[src/rtl/core/slfp_pkg.sv]
package slfp_pkg;

    localparam int LINE_BYTES        = 64;
    localparam int HOTKEY_TEXT_BYTES = 64;

    localparam int ADDR_W = (LINE_BYTES > 1) ? $clog2(LINE_BYTES) : 1;
    localparam int FILL_W = $clog2(LINE_BYTES + 1);

    localparam logic [3:0] KIND_HOTKEY    = 4'd0;
    localparam logic [3:0] KIND_BEGIN     = 4'd1;
    localparam logic [3:0] KIND_LOCKED    = 4'd2;
    localparam logic [3:0] KIND_ABORTED   = 4'd3;
    localparam logic [3:0] KIND_END       = 4'd4;
    localparam logic [3:0] KIND_TIMEOUT   = 4'd5;
    localparam logic [3:0] KIND_COMMAND   = 4'd6;
    localparam logic [3:0] KIND_UNKNOWN   = 4'd7;
    localparam logic [3:0] KIND_MALFORMED = 4'd8;

    localparam logic [7:0] CHAR_H  = 8'h48;
    localparam logic [7:0] CHAR_B  = 8'h42;
    localparam logic [7:0] CHAR_L  = 8'h4C;
    localparam logic [7:0] CHAR_A  = 8'h41;
    localparam logic [7:0] CHAR_E  = 8'h45;
    localparam logic [7:0] CHAR_T  = 8'h54;
    localparam logic [7:0] CHAR_C  = 8'h43;
    localparam logic [7:0] CHAR_NL = 8'h0A;
    localparam logic [7:0] CHAR_NUL = 8'h00;

    typedef struct packed {
        logic       store_byte;
        logic       clear_line;
        logic       load_single;
        logic [3:0] single_kind;
        logic       start_text;
        logic       read_text;
        logic       load_text;
    } slfp_cmd_t;

    typedef struct packed {
        logic       is_newline;
        logic       store_full;
        logic       line_bad;
        logic       text_too_long;
        logic       text_empty;
        logic       idx_last;
        logic       out_free;
        logic [3:0] prefix_kind;
    } slfp_sts_t;

    function automatic logic [3:0] prefix_to_kind(input logic [7:0] b);
        logic [3:0] k;
        case (b)
            CHAR_H:  k = KIND_HOTKEY;
            CHAR_B:  k = KIND_BEGIN;
            CHAR_L:  k = KIND_LOCKED;
            CHAR_A:  k = KIND_ABORTED;
            CHAR_E:  k = KIND_END;
            CHAR_T:  k = KIND_TIMEOUT;
            CHAR_C:  k = KIND_COMMAND;
            default: k = KIND_UNKNOWN;
        endcase
        return k;
    endfunction

endpackage

[src/rtl/core/slfp_ram.sv]
module slfp_ram #(
    parameter int WIDTH = 8,
    parameter int DEPTH = 64
) (
    input  logic                                  clk,
    input  logic                                  we,
    input  logic [((DEPTH > 1) ? $clog2(DEPTH) : 1)-1:0] waddr,
    input  logic [WIDTH-1:0]                      wdata,
    input  logic                                  re,
    input  logic [((DEPTH > 1) ? $clog2(DEPTH) : 1)-1:0] raddr,
    output logic [WIDTH-1:0]                      rdata
);

    logic [WIDTH-1:0] mem_reg [DEPTH];
    logic [WIDTH-1:0] rdata_reg;

    always_ff @(posedge clk)
    begin
        if (we)
        begin
            mem_reg[waddr] <= wdata;
        end
        if (re)
        begin
            rdata_reg <= mem_reg[raddr];
        end
    end

    assign rdata = rdata_reg;

endmodule

[src/rtl/core/slfp_ctrl.sv]
module slfp_ctrl (
    input  logic              clk,
    input  logic              rst_n,
    input  logic              in_valid,
    output logic              in_stall,
    input  slfp_pkg::slfp_sts_t sts,
    output slfp_pkg::slfp_cmd_t cmd
);
    import slfp_pkg::*;

    localparam logic [1:0] S_COLLECT = 2'd0;
    localparam logic [1:0] S_DISCARD = 2'd1;
    localparam logic [1:0] S_READ    = 2'd2;
    localparam logic [1:0] S_LOAD    = 2'd3;

    logic [1:0] state_reg;
    logic [1:0] state_next;
    logic       in_fire;

    assign in_stall = (state_reg inside {S_READ, S_LOAD}) || !sts.out_free;
    assign in_fire  = in_valid && !in_stall;

    always_comb
    begin
        state_next = state_reg;
        cmd        = '0;
        case (state_reg)
            S_COLLECT:
            begin
                if (in_fire)
                begin
                    if (sts.is_newline)
                    begin
                        if (sts.line_bad)
                        begin
                            cmd.load_single = 1'b1;
                            cmd.single_kind = KIND_MALFORMED;
                            cmd.clear_line  = 1'b1;
                        end
                        else if (sts.prefix_kind == KIND_HOTKEY)
                        begin
                            if (sts.text_too_long)
                            begin
                                cmd.load_single = 1'b1;
                                cmd.single_kind = KIND_MALFORMED;
                                cmd.clear_line  = 1'b1;
                            end
                            else if (sts.text_empty)
                            begin
                                cmd.load_single = 1'b1;
                                cmd.single_kind = KIND_HOTKEY;
                                cmd.clear_line  = 1'b1;
                            end
                            else
                            begin
                                cmd.start_text = 1'b1;
                                state_next     = S_READ;
                            end
                        end
                        else
                        begin
                            cmd.load_single = 1'b1;
                            cmd.single_kind = sts.prefix_kind;
                            cmd.clear_line  = 1'b1;
                        end
                    end
                    else if (sts.store_full)
                    begin
                        cmd.load_single = 1'b1;
                        cmd.single_kind = KIND_MALFORMED;
                        cmd.clear_line  = 1'b1;
                        state_next      = S_DISCARD;
                    end
                    else
                    begin
                        cmd.store_byte = 1'b1;
                    end
                end
            end
            S_DISCARD:
            begin
                if (in_fire && sts.is_newline)
                begin
                    state_next = S_COLLECT;
                end
            end
            S_READ:
            begin
                cmd.read_text = 1'b1;
                state_next    = S_LOAD;
            end
            S_LOAD:
            begin
                if (sts.out_free)
                begin
                    cmd.load_text = 1'b1;
                    if (sts.idx_last)
                    begin
                        cmd.clear_line = 1'b1;
                        state_next     = S_COLLECT;
                    end
                    else
                    begin
                        state_next = S_READ;
                    end
                end
            end
            default:
            begin
                state_next = S_COLLECT;
            end
        endcase
    end

    always_ff @(posedge clk or negedge rst_n)
    begin
        if (!rst_n)
        begin
            state_reg <= S_COLLECT;
        end
        else
        begin
            state_reg <= state_next;
        end
    end

endmodule

[src/rtl/core/slfp_dp.sv]
module slfp_dp (
    input  logic              clk,
    input  logic              rst_n,
    input  logic [7:0]        in_byte,
    input  slfp_pkg::slfp_cmd_t cmd,
    output slfp_pkg::slfp_sts_t sts,
    output logic              out_valid,
    input  logic              out_stall,
    output logic [3:0]        kind,
    output logic [7:0]        prefix_byte,
    output logic [7:0]        text_byte,
    output logic              text_valid,
    output logic              last
);
    import slfp_pkg::*;

    logic [FILL_W-1:0] fill_reg;
    logic [FILL_W-1:0] fill_next;
    logic              nul_reg;
    logic              nul_next;
    logic [7:0]        prefix_reg;
    logic [ADDR_W-1:0] idx_reg;
    logic [ADDR_W-1:0] idx_next;
    logic [7:0]        ram_rdata;

    logic              out_valid_reg;
    logic              out_valid_next;
    logic [3:0]        kind_reg;
    logic [7:0]        prefix_out_reg;
    logic [7:0]        text_reg;
    logic              text_valid_reg;
    logic              last_reg;

    slfp_ram #(
        .WIDTH (8),
        .DEPTH (LINE_BYTES)
    ) u_line_store (
        .clk   (clk),
        .we    (cmd.store_byte),
        .waddr (fill_reg[ADDR_W-1:0]),
        .wdata (in_byte),
        .re    (cmd.read_text),
        .raddr (idx_reg),
        .rdata (ram_rdata)
    );

    assign sts.is_newline    = (in_byte == CHAR_NL);
    assign sts.store_full    = (int'(fill_reg) >= LINE_BYTES);
    assign sts.line_bad      = (fill_reg == '0) || nul_reg;
    assign sts.text_too_long = (int'(fill_reg) > HOTKEY_TEXT_BYTES);
    assign sts.text_empty    = (fill_reg == FILL_W'(1));
    assign sts.idx_last      = ((FILL_W'(idx_reg) + FILL_W'(1)) == fill_reg);
    assign sts.out_free      = !out_valid_reg || !out_stall;
    assign sts.prefix_kind   = prefix_to_kind(prefix_reg);

    always_comb
    begin
        fill_next = fill_reg;
        nul_next  = nul_reg;
        idx_next  = idx_reg;
        if (cmd.clear_line)
        begin
            fill_next = '0;
            nul_next  = 1'b0;
        end
        else if (cmd.store_byte)
        begin
            fill_next = fill_reg + FILL_W'(1);
            if (in_byte == CHAR_NUL)
            begin
                nul_next = 1'b1;
            end
        end
        if (cmd.start_text)
        begin
            idx_next = ADDR_W'(1);
        end
        else if (cmd.load_text)
        begin
            idx_next = idx_reg + ADDR_W'(1);
        end
    end

    always_comb
    begin
        out_valid_next = out_valid_reg;
        if (cmd.load_single || cmd.load_text)
        begin
            out_valid_next = 1'b1;
        end
        else if (!out_stall)
        begin
            out_valid_next = 1'b0;
        end
    end

    always_ff @(posedge clk or negedge rst_n)
    begin
        if (!rst_n)
        begin
            fill_reg      <= '0;
            nul_reg       <= 1'b0;
            idx_reg       <= '0;
            out_valid_reg <= 1'b0;
        end
        else
        begin
            fill_reg      <= fill_next;
            nul_reg       <= nul_next;
            idx_reg       <= idx_next;
            out_valid_reg <= out_valid_next;
        end
    end

    always_ff @(posedge clk)
    begin
        if (cmd.store_byte && (fill_reg == '0))
        begin
            prefix_reg <= in_byte;
        end
        if (cmd.load_single)
        begin
            kind_reg       <= cmd.single_kind;
            prefix_out_reg <= (cmd.single_kind == KIND_UNKNOWN) ? prefix_reg : 8'd0;
            text_reg       <= 8'd0;
            text_valid_reg <= 1'b0;
            last_reg       <= 1'b1;
        end
        else if (cmd.load_text)
        begin
            kind_reg       <= KIND_HOTKEY;
            prefix_out_reg <= 8'd0;
            text_reg       <= ram_rdata;
            text_valid_reg <= 1'b1;
            last_reg       <= sts.idx_last;
        end
    end

    assign out_valid   = out_valid_reg;
    assign kind        = kind_reg;
    assign prefix_byte = prefix_out_reg;
    assign text_byte   = text_reg;
    assign text_valid  = text_valid_reg;
    assign last        = last_reg;

endmodule

[src/rtl/core/status_line_framer_parser_unit.sv]
// Status line framer and parser. Bytes arrive on in_byte and are taken one per cycle while
// a line is collected or dropped; in_stall rises only while a finished result waits in the
// output register and is not taken, and while hotkey text is sent. A newline turns the held
// line into one message: a single result for every kind, or one result per hotkey text byte
// with last on the final one when a hotkey line holds text. Each text byte is read from the
// line store in the read state, a registered read, then loaded into the output register in
// the load state, which waits while a result is held. A byte that finds the store full gives
// malformed at once, and bytes up to and including the next newline are then dropped without result.
module status_line_framer_parser_unit (
    input  logic       clk,
    input  logic       rst_n,
    input  logic       in_valid,
    output logic       in_stall,
    input  logic [7:0] in_byte,
    output logic       out_valid,
    input  logic       out_stall,
    output logic [3:0] kind,
    output logic [7:0] prefix_byte,
    output logic [7:0] text_byte,
    output logic       text_valid,
    output logic       last
);
    import slfp_pkg::*;

    slfp_cmd_t cmd;
    slfp_sts_t sts;

    slfp_ctrl u_ctrl (
        .clk      (clk),
        .rst_n    (rst_n),
        .in_valid (in_valid),
        .in_stall (in_stall),
        .sts      (sts),
        .cmd      (cmd)
    );

    slfp_dp u_dp (
        .clk         (clk),
        .rst_n       (rst_n),
        .in_byte     (in_byte),
        .cmd         (cmd),
        .sts         (sts),
        .out_valid   (out_valid),
        .out_stall   (out_stall),
        .kind        (kind),
        .prefix_byte (prefix_byte),
        .text_byte   (text_byte),
        .text_valid  (text_valid),
        .last        (last)
    );

endmodule

[config.mk]
export PLATFORM = sky130hd
export DESIGN_NAME = status_line_framer_parser_unit
export DESIGN_NICKNAME = d
export VERILOG_FILES = /design/src/rtl/core/slfp_pkg.sv /design/src/rtl/core/slfp_ram.sv /design/src/rtl/core/slfp_ctrl.sv /design/src/rtl/core/slfp_dp.sv /design/src/rtl/core/status_line_framer_parser_unit.sv
export SDC_FILE = /design/constraint.sdc
export NUM_CORES = 1
export LEC_CHECK = 0
export ABC_CLOCK_PERIOD_IN_PS = 3800
export BUFFER_PORTS_ARGS = -buffer_cell sky130_fd_sc_hd__buf_2
export CELL_PAD_IN_SITES_DETAIL_PLACEMENT = 1
export CELL_PAD_IN_SITES_GLOBAL_PLACEMENT = 1
export CORE_ASPECT_RATIO = 0.6
export CORE_MARGIN = 2
export CORE_UTILIZATION = 35
export DETAILED_ROUTE_END_ITERATION = 10
export GPL_TIMING_DRIVEN = 0
export PLACE_DENSITY_LB_ADDON = 0.12
export SLEW_MARGIN = 20
export SYNTH_ARGS = -nofsm -noshare
export SYNTH_HDL_FRONTEND = slang
export SYNTH_SLANG_ARGS = --single-unit
[constraint.sdc]
create_clock -name clk -period 3.8 [get_ports clk]
set_input_delay 0.57 -clock clk [delete_from_list [all_inputs] [get_ports clk]]
set_output_delay 0.57 -clock clk [all_outputs]
set_load 0.05 [all_outputs]
==> flow_summary_export.csv, run 1 <==
group,metric,value,unit
routing,detail_route.wl_per_cell,30.3,µm
sta,setup_viol,181,
cells_and_area,n_antenna_cell,0,
routing,finalWirelength,67200,µm
cells_and_area,fin_cells,2220,
power,p_leak,8.01,nW
status,violations,"setup timing",
job,drv_cap,0,
critical_path,cpPeakStageDelay,0.71,ns
cts,cts_max_level,2,
sta,slew_violations,0,
sta,fin_ws,-0.238,ns
cts,root_buffer,"clkbuf_16",
power,vdd_ir_drop_max,328,µV
routing,drt-initial-drc-count,1214,
synth,synth.distinct_cells,60,
critical_path,crit_top_cell,"inv_1",
hold_path,whs_path_depth,3,
cts,cts_inserted_buffers,55,
synth,ys_ff_latch,567,
hold_path,hp-start,"out_stall",
cells_and_area,largest_reg_flops,512,
routing,ant_nets,0,
critical_path,setup.worst_path.start_class,"flip-flop",
critical_path,r2r_slack,-0.24,ns
floorplan,core_area,64200,µm²
synth,ys_async_sr_fraction,3.00,%
sta,clock_skew,0.0242,ns
critical_path,cp_slowest_cell,"nor2_2",
sta,slew_headroom,15.0,%
cts,clock_latency,0.64,ns
cts,cts_tree,"yes",
grt,grt_pass1_vias,12500,
synth,seq_area_frac_synth,74.3,%
cells_and_area,drive_gt1_share,25.6,%
cts,clkSlewWorstSetupHoldPaths,0.07,ns
placed_design,dp.cells,2119,
synth,syn-cell-area,22700,µm²
synth,synth_ff_type,"edfxtp_1",
critical_path,cp_data_arrival_time,4.31,ns
routing,num_vias,12300,
floorplan,ioPinCount,36,
critical_path,worstReg2RegEnd,"u_dp.u_line_store.mem_reg[6][4]",
critical_path,crit_path_cell_trace,"inv_1, ha_1, a211oi_1, inv_1, nor3_1, and2_1, nand2_1, nor2_2",
power,netSwitchingPower,4.48,mW
synth,synth_edf_count,540,
cells_and_area,utilization,40.7,%
power,clock_power_share,34.8,%
cts,cts_buffer_depth,3,
power,intPower,11.2,mW
critical_path,reg2reg_depth,8,
critical_path,end_kind,"flip-flop",
sta,min_period,4.04,ns
power,cellPowerDensity,602,nW/µm²
grt,antenna_found_initial,1,
floorplan,die_y,201,µm
hold_path,holdPathEnd,"u_dp.out_valid",
critical_path,required,4.07,ns
sta,fmax,248,MHz
sta,hold_viol,0,
status,outcome,"finished with violations",
grt,grt_max_degree,69,
routing,drt_pass1_iterations,5,
cells_and_area,nets,1349,
sta,fin_tns_setup,-23.68,ns
grt,gr-total-overflow,0,
synth,yosys_warnings,0,
placed_design,dp_hpwl,44600,µm
critical_path,worstPathMaxFanout,12,
cts,clock_sinks,567,
critical_path,crit_type,"reg -> reg",
power,power.share.combinational,20.1,%
routing,via_per_inst,5.53,
floorplan,die_w,332,µm
placed_design,portBuffers,35,
floorplan,die_area,66900,µm²
grt,grt_usage,20.3,%
placed_design,place.gp.congestion,0.840,
power,netSwitchingFraction,28.5,%
synth,synth_nets,1254,
cells_and_area,fillers,6225,
sta,rsz0062_at_grt,"true",
routing,drc,0,
hold_path,hp-class,"in -> reg",
cells_and_area,area_growth,15.3,%
synth,syn_avg_cell_area,18.4,µm²
sta,tightest_slew,1.24,ns
floorplan,start_util,35.3,%
sta,period_share,106,%
power,seqPwrFrac,45.1,%
grt,grt_pass1_wl,95600,µm
floorplan,rows,72,
critical_path,r2r-start,"u_ctrl.state_reg[0]",
synth,synthCells,1233,
[layer usage]
layer,track usage [%],vias up,share of wire [%]
met5,1.13,-,0.16
met4,4.77,2,1.9
met3,5.64,79,7.6
met2,27.3,406,40
met1,32.1,6630,50
li1,-,5160,-
[power by group through the flow]
stage	Combinational (mW)	Sequential [mW]	Clock [mW]
floorplan	1.88	7.34	0
global placement	3.06	7.22	0
detailed placement	3.09	7.23	0
CTS	3.14	7.09	5.58
global route	3.38	7.10	5.81
finish	3.17	7.09	5.47
[metrics by stage]
stage               setup slack (ns)  hold WS (ns)  area [µm²]  power, mW
floorplan                       1.04         0.274       22700       9.22
global placement               -1.57         0.445       23900       10.3
detailed placement            -0.998         0.451       23900       10.3
CTS                           -0.336         0.197       25900       15.8
global route                  -0.387         0.250       26100       16.3
finish                        -0.238         0.227       26100       15.7
[logic make-up after synthesis]
group           share of synthesized area [%]
compound gates                           4.05
xor+xnor                                0.502
fa+ha+maj                               0.497
buf+inv                                  1.67
flops                                    74.3
mux                                      13.4
simple gates                             5.58
[placed cells by master, fill, tap and decap left out, drive strengths merged, types with 5 or more instances in the layout]
master and n:
edfxtp 540, nor2 117, mux4 109, clkbuf 103, buf 72, nand2 53, mux2i 43, a21oi 29
o21ai 22, nor3 19, clkinv 19, dfrtp 17, nor2b 15, inv 15, mux2 13, o22ai 13
a22oi 12, nand3 12, and2 10, dfxtp 10, and3 9, o221ai 9, ha 9, nand2b 8
o31ai 8, xnor2 7, a211o 6, o32ai 6, xor2 6, a211oi 5, nand3b 5
[synthesized netlist by cell type (all sizes together) (9+ instances only)]
master  count  area (µm²)
dfxtp      10         200
mux2i      43         430
and2       10        62.6
inv        14        52.6
o21ai      22         110
buf        35         213
clkbuf     29         109
and3        9        56.3
nor2b      15        93.8
nor3       19        95.1
a22oi      12        90.1
mux2       13         146
nor2      117         447
edfxtp    540       16200
mux4      109        2450
dfrtp      17         425
nand3      12        60.1
nand2      53         199
o22ai      13        81.3
ha          9         113
a21oi      29         145
o221ai      9        78.8
[critical path, delay by kind of cell (launching register included)]
family | cells | cell delay (ns)
simple gates | 4 | 2.07
compound gates | 1 | 0.55
fa+ha+maj | 1 | 0.40
flops | 1 | 0.38
buf+inv | 2 | 0.26
[what timing repair did]
item                       4_1_cts  5_1_grt
pin swaps                        1        1
resized for setup               61       59
setup buffers                    2        0
hold buffers                     1        0
hold endpoints to repair        17        0
setup endpoints to repair      518      454
[final cells by class]
class / count / area (µm²) / area share, %
Clock inverter: 24 / 241 / 0.924
Inverter: 15 / 56.3 / 0.216
Tap cell: 851 / 1060 / 4.08
Timing Repair Buffer: 38 / 220 / 0.843
Multi-Input combinational cell: 587 / 5870 / 22.5
Sequential cell: 567 / 16800 / 64.5
Buffer: 64 / 328 / 1.25
Clock buffer: 74 / 1500 / 5.74
[worst max path at each step]
stage / from / endpoint / slack [ns] / cells after the start
5_1_grt: u_ctrl.state_reg[0] / u_dp.u_line_store.mem_reg[13][5] / -0.39 / 8
3_3_place_gp: in_byte[6] / u_dp.u_line_store.mem_reg[19][0] / -1.57 / 7
4_1_cts: u_ctrl.state_reg[0] / u_dp.u_line_store.mem_reg[9][2] / -0.34 / 8
6_report: u_ctrl.state_reg[0] / u_dp.u_line_store.mem_reg[6][4] / -0.24 / 8
3_5_place_dp: in_byte[6] / u_dp.u_line_store.mem_reg[27][1] / -1.0 / 7
2_1_floorplan: u_ctrl.state_reg[0] / u_dp.u_line_store.mem_reg[15][0] / 1.04 / 7
Power figures use the tool's default switching activity.
==> run 2: changes to the inputs <==
CORE_UTILIZATION = 48   (was 35)
==> run 2 against run 1 <==
The run still ends with setup timing left. Sequential share of layout area grew 1.3 points. Flip-flop and latch count is the same. Critical path depth is the same. Fmax grew 3.0%. Register-to-register slack gained 0.12 ns. Routed wire length shrank 5.1%. Design area shrank 1.9%. First-iteration DRC count grew 23%. Clock skew grew 0.0045 ns. Critical path type unchanged. Non-clock buffer count shrank 1. Clock power shrank 5.3%. Largest power group unchanged.
==> flow_summary_export.csv, run 2 (same netlist as run 1, synthesis figures left out) <==
group,metric,value,unit
status,outcome,"finished with violations",
status,violations,"setup timing",
power,finalPower,15.3,mW
hold_path,hp-class,"in -> reg",
floorplan,core_area,46500,µm²
cells_and_area,layout_commonest_cell,"edfxtp_1",
placed_design,portBuffers,35,
placed_design,dp_slack,-1.12,ns
routing,via_per_inst,6.19,
placed_design,place_area,23600,µm²
sta,clock_skew,0.0287,ns
power,vdd_ir_drop_max,400,µV
grt,grt_pass1_vias,12700,
sta,slew_violations,0,
cells_and_area,drive_gt1_share,24.5,%
cells_and_area,fin_cells,1996,
cells_and_area,area_growth,13.0,%
routing,num_vias,12400,
cts,cts_max_level,2,
grt,grt_max_degree,69,
floorplan,ioPinCount,36,
cells_and_area,utilization,55.1,%
grt,gr-total-overflow,0,
sta,period_share,103,%
sta,fin_ws,-0.122,ns
grt,grt_pass1_wl,92100,µm
placed_design,dp_hpwl,42400,µm
routing,ant_nets,0,
sta,tightest_slew,1.19,ns
sta,hold_viol,0,
critical_path,required,4.02,ns
sta,holdWs,0.342,ns
sta,fin_tns_setup,-10.50,ns
floorplan,die_area,49000,µm²
placed_design,dp.cells,1898,
cts,cts_tree,"yes",
cells_and_area,final_cell_mix,"edfxtp_1, mux4_2, nand2_1",
job,drv_cap,0,
sta,setup_viol,260,
routing,drt-initial-drc-count,1493,
critical_path,crit_type,"reg -> reg",
critical_path,setup.worst_path.start_class,"flip-flop",
routing,finalWirelength,63800,µm
floorplan,die_w,284,µm
power,cellPowerDensity,599,nW/µm²
grt,grt_usage,26.8,%
placed_design,place.gp.congestion,0.891,
cts,clkSlewWorstSetupHoldPaths,0.06,ns
routing,drc,0,
cells_and_area,nets,1345,
sta,rsz0062_at_grt,"true",
critical_path,worstPathMaxFanout,12,
routing,drt_pass1_iterations,5,
critical_path,cp_data_arrival_time,4.15,ns
cts,clock_latency,0.61,ns
floorplan,die_y,172,µm
critical_path,end_kind,"flip-flop",
floorplan,start_util,48.7,%
cts,root_buffer,"clkbuf_16",
cts,cts_buffer_depth,3,
floorplan,rows,61,
grt,antenna_found_initial,1,
sta,min_period,3.92,ns
sta,slew_headroom,18.8,%
cts,cts_inserted_buffers,52,
power,p_leak,7.93,nW
sta,fmax,255,MHz
routing,detail_route.wl_per_cell,32.0,µm
cells_and_area,largest_reg_flops,512,
cells_and_area,final_area,25600,µm²
cts,clock_sinks,567,
-- run 2: cell types whose count changed in the layout (fill, tap and decap cells not counted), moves of 3 or more --
cell,delta
nand2_2,-3
clkinv_2,-4
nand2_1,+3
nor2_4,-26
clkbuf_8,-3
clkbuf_16,-4
nor2_2,+25
clkinv_1,+7
-- run 2: layer usage --
metal,part of all wire [%],routed length (µm),vias to the layer above,GRT usage [%]
li1,-,-,5135,-
met4,2.1,1360,2,6.66
met2,41,26000,578,36.1
met3,11,6870,89,8.97
met1,46,29400,6558,41.3
met5,0.21,132,-,2.00
-- run 2: path summary, 6_finish.rpt --
kind | from | cells past startpoint | slack [ns] | to
worst max-delay path | u_ctrl.state_reg[0] | 8 | -0.12 | u_dp.u_line_store.mem_reg[34][2]
worst min-delay path | out_stall | 3 | 0.34 | u_dp.out_valid
worst max register to register | u_ctrl.state_reg[0] | 8 | -0.12 | u_dp.u_line_store.mem_reg[34][2]
worst min register to register | u_dp.text_byte[0] | 2 | 0.46 | u_dp.text_byte[0]
max in group asynchronous | rst_n | 2 | 3.04 | u_dp.fill_reg[5]
min in group asynchronous | rst_n | 2 | 0.45 | u_dp.fill_reg[3]
-- run 2: critical path, cell delays in order (launching register included) --
cell and delay, ns:
dfrtp_1 0.37, inv_1 0.11, ha_1 0.39, a211oi_1 0.52, and2_1 0.28, nand3_1 0.17, nor2_1 0.36, nand2_1 0.63
nor2_2 0.72
-- run 2: repair_timing --
action                                  CTS  global route
pin swaps                                 1             0
buffers inserted                          2             0
resized for setup                        66            27
hold endpoints to repair                 17             0
hold buffers                              1             0
endpoints found under the setup margin  473           438
-- run 2: power breakdown --
part           internal, mW  total, mW  switching [mW]  leakage, nW
sequential             7.01       7.09          0.0797         5.17
clock                  2.86       5.18            2.32        0.786
combinational          1.20       3.07            1.87         1.98
total                  11.1       15.3            4.27         7.93
-- run 2: final cells by class --
class / count / area (µm²)
clock inverters: 27 / 262
multi-input cells: 587 / 5750
plain buffers: 63 / 324
diodes: 1 / 2.50
clock buffers: 68 / 1360
well taps: 630 / 788
flip-flops and latches: 567 / 16800
inverters: 15 / 56.3
fillers: 4126 / 20900
repair buffers: 38 / 233
==> run 3: changes to the inputs <==
SKIP_CTS_REPAIR_TIMING = 1   (was unset)
==> run 3 against run 2 <==
The flow still finishes with violations (setup timing). Via count rose by 0.25%. Sequential power about the same. Die area stayed put. Non-clock buffer count down 1. Cell count is 0.10% lower. First-iteration DRC count is 2.7% higher. Clock skew up 0.00061 ns. Core utilization is 0.15 points lower. Design area shrank 0.26%. Critical endpoint is now u_dp.u_line_store.mem_reg[33][2]. Largest cell class unchanged.
==> flow_summary_export.csv, run 3 (same netlist as run 1, synthesis figures left out) <==
group,metric,value,unit
status,outcome,"finished with violations",
status,violations,"setup timing",
cells_and_area,area_growth,12.8,%
placed_design,dp_slack,-1.12,ns
routing,num_vias,12400,
cells_and_area,nets,1344,
cts,clock_latency,0.60,ns
placed_design,dp_hpwl,42400,µm
cts,cts_tree,"yes",
routing,detail_route.wl_per_cell,31.9,µm
power,p_leak,7.92,nW
cells_and_area,drive_gt1_share,22.9,%
cts,cts_inserted_buffers,52,
placed_design,dp.cells,1898,
cells_and_area,final_cell_mix,"edfxtp_1, mux4_2, nor2_1",
placed_design,portBuffers,35,
hold_path,hp-class,"in -> reg",
floorplan,die_y,172,µm
grt,grt_max_degree,69,
sta,rsz0062_at_grt,"true",
cts,cts_buffer_depth,3,
sta,min_period,3.99,ns
cells_and_area,layout_commonest_cell,"edfxtp_1",
critical_path,end_kind,"flip-flop",
power,seqPwrFrac,46.3,%
grt,grt_pass1_wl,91800,µm
sta,fin_ws,-0.194,ns
power,netSwitchingFraction,27.8,%
grt,grt_pass1_vias,12600,
cts,clock_sinks,567,
sta,slew_violations,0,
grt,gr-total-overflow,0,
routing,finalWirelength,63700,µm
job,drv_cap,0,
placed_design,place.gp.congestion,0.891,
routing,drt-initial-drc-count,1533,
routing,via_per_inst,6.22,
sta,period_share,105,%
sta,fmax,250,MHz
cells_and_area,final_area,25500,µm²
sta,hold_viol,0,
grt,antenna_found_initial,1,
critical_path,worstPathMaxFanout,12,
critical_path,setup.worst_path.start_class,"flip-flop",
critical_path,required,4.01,ns
power,clock_power_share,33.8,%
power,vdd_ir_drop_max,400,µV
cells_and_area,n_antenna_cell,0,
cts,clkSlewWorstSetupHoldPaths,0.06,ns
cells_and_area,largest_reg_flops,512,
critical_path,crit_type,"reg -> reg",
power,netSwitchingPower,4.25,mW
cells_and_area,utilization,55.0,%
grt,grt_usage,26.7,%
critical_path,cp_data_arrival_time,4.20,ns
power,power.share.combinational,19.9,%
power,cellPowerDensity,599,nW/µm²
power,intPower,11.1,mW
cts,root_buffer,"clkbuf_16",
routing,drc,0,
placed_design,place_area,23600,µm²
sta,slew_headroom,17.6,%
cells_and_area,fin_cells,1994,
sta,clock_skew,0.0293,ns
routing,drt_pass1_iterations,5,
cts,cts_max_level,2,
routing,ant_nets,0,
floorplan,rows,61,
floorplan,start_util,48.7,%
sta,tightest_slew,1.20,ns
floorplan,core_area,46500,µm²
floorplan,die_area,49000,µm²
floorplan,ioPinCount,36,
sta,setup_viol,203,
floorplan,die_w,284,µm
-- run 3: final cells by class --
cell class	count	area, µm²
flip-flops and latches	567	16800
fillers	4127	20900
repair buffers	37	213
multi-input cells	587	5700
well taps	630	788
plain buffers	63	324
clock buffers	68	1360
inverters	15	56.3
clock inverters	27	262
-- run 3: metal layers --
layer  vias up  GRT usage [%]  part of all wire [%]
met5         -           2.00                 0.091
met3        92           8.36                    11
met2       594           36.3                    41
met4         4           6.11                   2.1
met1      6570           41.5                    46
li1       5133              -                     -
-- run 3: path summary, 6_finish.rpt --
kind	depth (start not counted)	to	from	slack, ns
min in group asynchronous	2	u_dp.fill_reg[3]	rst_n	0.45
worst min register to register	2	u_dp.text_byte[0]	u_dp.text_byte[0]	0.46
max in group asynchronous	2	u_ctrl.state_reg[1]	rst_n	3.05
worst min-delay path	3	u_dp.out_valid	out_stall	0.35
worst max register to register	8	u_dp.u_line_store.mem_reg[33][2]	u_ctrl.state_reg[0]	-0.19
worst max-delay path	8	u_dp.u_line_store.mem_reg[33][2]	u_ctrl.state_reg[0]	-0.19
-- run 3: power by group through the flow --
stage               Sequential (mW)  Combinational (mW)  Clock, mW
detailed placement             7.23                3.00          0
CTS                            7.09                3.01       5.23
global placement               7.22                2.94          0
global route                   7.11                3.24       5.44
floorplan                      7.34                1.88          0
finish                         7.09                3.05       5.17
-- run 3: stage by stage --
stage	power [mW]	hold slack, ns	TNS [ns]
3_5_place_dp	10.2	0.450	-376.72
2_1_floorplan	9.22	0.274	0
5_1_grt	15.8	0.377	-85.69
3_3_place_gp	10.2	0.442	-379.79
6_report	15.3	0.348	-23.77
4_1_cts	15.3	-0.0911	-85.81
-- run 3: critical path, cell delays in order (launching register included) --
cell	delay, ns
dfrtp_1	0.37
inv_1	0.11
ha_1	0.39
a211oi_1	0.46
and2_1	0.27
nand3_1	0.17
nor2_1	0.36
nand2_1	0.57
nor2_1	0.90
